==> config.mk <==
export PLATFORM = sky130hd
export DESIGN_NAME = lzsr_ctrl
export DESIGN_NICKNAME = d
export VERILOG_FILES = /design/src/hw/rtl/lzsr_pkg.sv /design/src/hw/rtl/lzsr_ctrl.sv
export SDC_FILE = /design/constraint.sdc
export NUM_CORES = 1
export LEC_CHECK = 0
export BUFFER_PORTS_ARGS = -buffer_cell sky130_fd_sc_hd__buf_2
export CORE_AREA = 2 2 39 41
export DETAILED_ROUTE_END_ITERATION = 10
export DIE_AREA = 0 0 41 43
export PLACE_DENSITY_LB_ADDON = 0.25
export RECOVER_POWER = 100
export SYNTH_ARGS = -nofsm -noshare
export SYNTH_HDL_FRONTEND = slang
export SYNTH_SLANG_ARGS = --single-unit
==> constraint.sdc <==
create_clock -name clk -period 0.9 [get_ports clk]
set_clock_uncertainty 0.05 [all_clocks]
set_input_delay 0.18 -clock clk [delete_from_list [all_inputs] [get_ports clk]]
set_output_delay 0.18 -clock clk [all_outputs]
set_load 0.005 [all_outputs]
==> src/hw/rtl/lzsr_pkg.sv <==
`default_nettype none
package lzsr_pkg;

  // fixed field widths
  localparam int VALUE_W = 16;
  localparam int LEN_W   = 9;

  // one input beat
  typedef struct packed {
    logic signed [VALUE_W-1:0] value;
    logic                      last;
  } item_t;

  // one result beat
  typedef struct packed {
    logic [LEN_W-1:0] best_length;
    logic             too_long;
  } result_t;

  // controller states
  typedef enum logic [1:0] {
    ST_IDLE,
    ST_SCAN,
    ST_REPORT
  } state_t;

  // controller to datapath
  typedef struct packed {
    logic load_item;  // add value to running sum, start a table scan
    logic mark_ovf;   // item beyond capacity: flag only
    logic scan;       // step the table scan
    logic commit;     // scan finished: update best, table and count
    logic report;     // load result register and clear sequence state
  } ctrl_cmd_t;

  // datapath to controller
  typedef struct packed {
    logic full;       // item count has reached capacity
    logic scan_done;  // match found or table exhausted
    logic last;       // current item closes the sequence
    logic out_free;   // result register can take a new beat
  } dp_stat_t;

endpackage
`default_nettype wire

==> src/hw/rtl/lzsr_ctrl.sv <==
`default_nettype none
module lzsr_ctrl (
  input  wire logic                 clk,
  input  wire logic                 rst_n,
  input  wire logic                 in_valid,
  input  wire logic                 in_last,
  output logic                      in_stall,
  input  wire lzsr_pkg::dp_stat_t   stat,
  output lzsr_pkg::ctrl_cmd_t       cmd
);
  import lzsr_pkg::*;

  state_t state_r, state_nxt;
  logic   take;

  assign take = in_valid && (state_r == ST_IDLE);

  // next state
  always_comb begin
    state_nxt = state_r;
    unique case (state_r)
      ST_IDLE: begin
        if (take) begin
          if (!stat.full) begin
            state_nxt = ST_SCAN;
          end else if (in_last) begin
            state_nxt = ST_REPORT;
          end
        end
      end
      ST_SCAN: begin
        if (stat.scan_done) begin
          state_nxt = stat.last ? ST_REPORT : ST_IDLE;
        end
      end
      ST_REPORT: begin
        if (stat.out_free) begin
          state_nxt = ST_IDLE;
        end
      end
      default: state_nxt = ST_IDLE;
    endcase
  end

  // outputs
  always_comb begin
    cmd      = '0;
    in_stall = 1'b1;
    unique case (state_r)
      ST_IDLE: begin
        in_stall      = 1'b0;
        cmd.load_item = take && !stat.full;
        cmd.mark_ovf  = take && stat.full;
      end
      ST_SCAN: begin
        cmd.scan   = 1'b1;
        cmd.commit = stat.scan_done;
      end
      ST_REPORT: begin
        cmd.report = stat.out_free;
      end
      default: begin
        cmd = '0;
      end
    endcase
  end

  always_ff @(posedge clk) begin
    if (!rst_n) begin
      state_r <= ST_IDLE;
    end else begin
      state_r <= state_nxt;
    end
  end

endmodule
`default_nettype wire

-- Word-level counts from Yosys, hierarchy flattened
Index checks and enable logic that the tools add are counted.
- reductions and logical operators: 6
- multiplexer cells: 11
- equality and inequality tests: 6
- operators by type and width (operator ; count):
    $mux 2 ; 8
    $ne 2x2->1 const B ; 3
    $pmux 2 s3 ; 1
    $reduce_and 4->1 ; 1
    $logic_and 1x1->1 ; 3
    $ne 3x3->1 const B ; 1
    $eq 2x1->1 const B ; 1
    $eq 2x2->1 const B ; 1
    $logic_not 2->1 ; 1
    $mux 1 ; 2
    $logic_not 1->1 ; 1
- register bits after elaboration: 2
- logic and storage cells: 24
- input port bits: 8
- output and inout port bits: 6

-- Longest topological paths before layout
- depth after elaboration: 4
- gate-level depth with buffers: 3
- mapped depth without buffers: 3

-- Least setup slack after synthesis
Ideal clock, no wire load.
- path type: reg-to-output
- start: register state_r[1]
- end: output cmd[3] (netlist bit)
- path slack: -50 ps
- arrival: 720 ps
- stages on the path, launching flop included: 3
- cell sequence: dfxtp_1 -> nor2_1 -> and3_2
- RTL lines (element ; line ; source):
    start: declaration ; lzsr_ctrl.sv:13 ; state_t state_r, state_nxt;
    start signal: assignment ; lzsr_ctrl.sv:72 ; state_r <= state_nxt;
    end: declaration ; lzsr_ctrl.sv:9 ; output lzsr_pkg::ctrl_cmd_t cmd

==> qor.csv <==
stage;metric;value;unit
outcome;outcome;finished, violations left;
outcome;violations;setup timing;
timing;drv_slew;0;
clocking;h-tree-depth;1;
setup_path;critPathKind;reg2out;
global_routing;grt_max_degree;7;
setup_path;cp-end-kind;output pin;
power_and_ir_drop;powerDensity;1252;nW/µm²
finish;largest_reg_flops;2;
yosys;syn-instance-count;18;
setup_path;crit_family;flip-flops;
clocking;cts-buffers-inserted;3;
drt;finalWirelength;436;µm
job;drv_cap;0;
timing;fmax;832.5;MHz
timing;finalSetupViolations;8;
floorplan;io_pins;14;
global_routing;antenna_found_initial;0;
clocking;ctsHoldBuffers;0;
hold_path;hold_class;in2reg;
yosys;yosysWarnings;0;
timing;finalHoldViolCount;0;
setup_path;r2r_setup_slack;-60;ps
clocking;clk_latency;220;ps
timing;whs;172.0;ps
setup_path;start_kind;flop;
floorplan;die_w;41;µm
drt;drtIter0Drc;1;
global_routing;grtUsageTotal;5.405;%
setup_path;cp-startpoint;state_r[0];
setup_path;crit_chain;nor2_4 > and3_4 > buf_6;
placement;dpl_worst_slack;-138.2;ps
finish;top_register;state_r;
drt;viasPerCell;3.717;
finish;nets;47;
power_and_ir_drop;p_total;399.5;µW
setup_path;crit_end;cmd[3];
floorplan;start_util;10.22;%
yosys;syn_avg_cell_area;7.855;µm²
yosys;synth_seq_area_share;28.32;%
finish;layout_commonest_cell;buf_2;
floorplan;rows;14;
clocking;numClockSinks;2;
floorplan;core_area;1384;µm²
yosys;post_synth_num_cell_types;14;
timing;slew_headroom;85.89;%
timing;finalCritPeriodShare;133.5;%
setup_path;cpMaxStageDelayCell;dfxtp_4;
setup_path;cp.buffers_inverters;1;
global_routing;grt_pass1_vias;157;
drt;wl_per_cell;8.226;µm
placement;place.gp.congestion;0.5563;
power_and_ir_drop;p_leak;0.0001584;µW
setup_path;cp.arrival;970;ps
drt;antenna_left;0;
finish;drive_gt1_share;78.38;%
drt;route.detailed.drc;0;
timing;timing.final.ws_setup;-301.2;ps
floorplan;die_y;43;µm
placement;placed_area;230.2;µm²
clocking;clk_pin_slew;30;ps
timing;worst_slew_pin_slew;211.7;ps
floorplan;die-area;1763;µm²
finish;mostFrequentLayoutCells;buf_2 (11), clkbuf_4 (3), buf_4 (3);
clocking;root_buffer;clkbuf_4;
power_and_ir_drop;ir_worst_vdd;286.0;µV
drt;dr.pass1.iters;3;
yosys;syn_area;141.4;µm²
setup_path;critPathMaxFanout;5;
finish;stdcell_area;319.1;µm²
global_routing;grt_pass1_wl;552;µm
clocking;tritoncts;done;
finish;diodes;0;
setup_path;reg2reg_to;state_r[1];
finish;largestRegisters;state_r (2);
yosys;ys_seq_elements;2;
finish;syn2layout_area_growth;125.7;%
setup_path;crit-reg2reg-launch;state_r[0];
clocking;cts_buffer_depth;2;
placement;io_buffer_count;13;
setup_path;worstSetupPathDepth;3;
yosys;synth_fp_nets;26;
setup_path;required;670;ps
setup_path;ff2ff_path_depth;3;
setup_path;slowest_delay;350;ps
drt;vias;197;
timing;grt_setup_unrepaired;true;
global_routing;grt-ovfl-total;0;
timing;period_minus_slack;1201;ps
==> timing repair <==
action	in CTS	in global routing
pin swaps	4	2
endpoints found under the setup margin	8	8
setup buffers	2	1
gates resized for setup	6	5
==> cell families after synthesis <==
family	after synthesis	share of synthesized area, %
AOI/OAI and AO/OA	3	15.04
DFF	2	28.32
buffers and inverters	1	2.652
and+or+nand+nor	12	53.99
==> power by group <==
part | switching [µW] | internal [µW]
logic | 38.1 | 66.0
registers | 9.24 | 92.2
clock network | 47.2 | 147
==> cell usage after synthesis <==
master,instances,area [µm²]
nor3b_1,1,7.510
nand4_1,1,6.260
nor2_1,4,15.01
and2_1,1,6.260
nand2_1,1,3.750
and3b_2,1,10.01
nor2b_1,1,6.260
a21oi_1,1,5.000
dfxtp_1,2,40.04
nor2b_4,1,13.76
a21boi_1,1,7.510
a32oi_1,1,8.760
inv_1,1,3.750
and3_2,1,7.510
==> final cells by class <==
type	count	area (µm²)
Inverter	1	3.754
Fill cell	162	1065
Tap cell	16	20.02
Multi-Input combinational cell	15	125.1
Timing Repair Buffer	16	100.1
Clock buffer	3	22.52
Sequential cell	2	47.55
==> routing by layer <==
| metal | GRT usage [%] | routed length [µm] |
|---|---|---|
| met2 | 6.250 | 186 |
| met1 | 5.096 | 183 |
| met4 | 8.000 | 0 |
| met5 | 0 | 0 |
| met3 | 3.141 | 66 |
==> worst register-to-register path, delay by kind of cell, from the launching register on <==
kind | cells | cell delay (ps)
DFF | 1 | 350
AOI/OAI and AO/OA | 2 | 310
and+or+nand+nor | 1 | 130
==> through the flow <==
stage | std cells | TNS (ps) | util [%]
2_1_floorplan | 18 | -17.81 | -
3_3_place_gp | 47 | -528.1 | 16.64
3_5_place_dp | 47 | -498.6 | 16.64
4_1_cts | 52 | -1718 | 20.89
5_1_grt | 53 | -2172 | 23.06
6_report | 53 | -1669 | 23.06
==> how the worst min path moves through the flow <==
stage,cells after the start,slack [ps],to,start
2_1_floorplan,2,280,state_r[1],stat[3]
6_report,2,170,state_r[1],rst_n
5_1_grt,2,180,state_r[0],rst_n
3_5_place_dp,2,410,state_r[1],rst_n
3_3_place_gp,2,410,state_r[1],rst_n
4_1_cts,2,170,state_r[1],rst_n
Power figures use the tool's default switching activity.
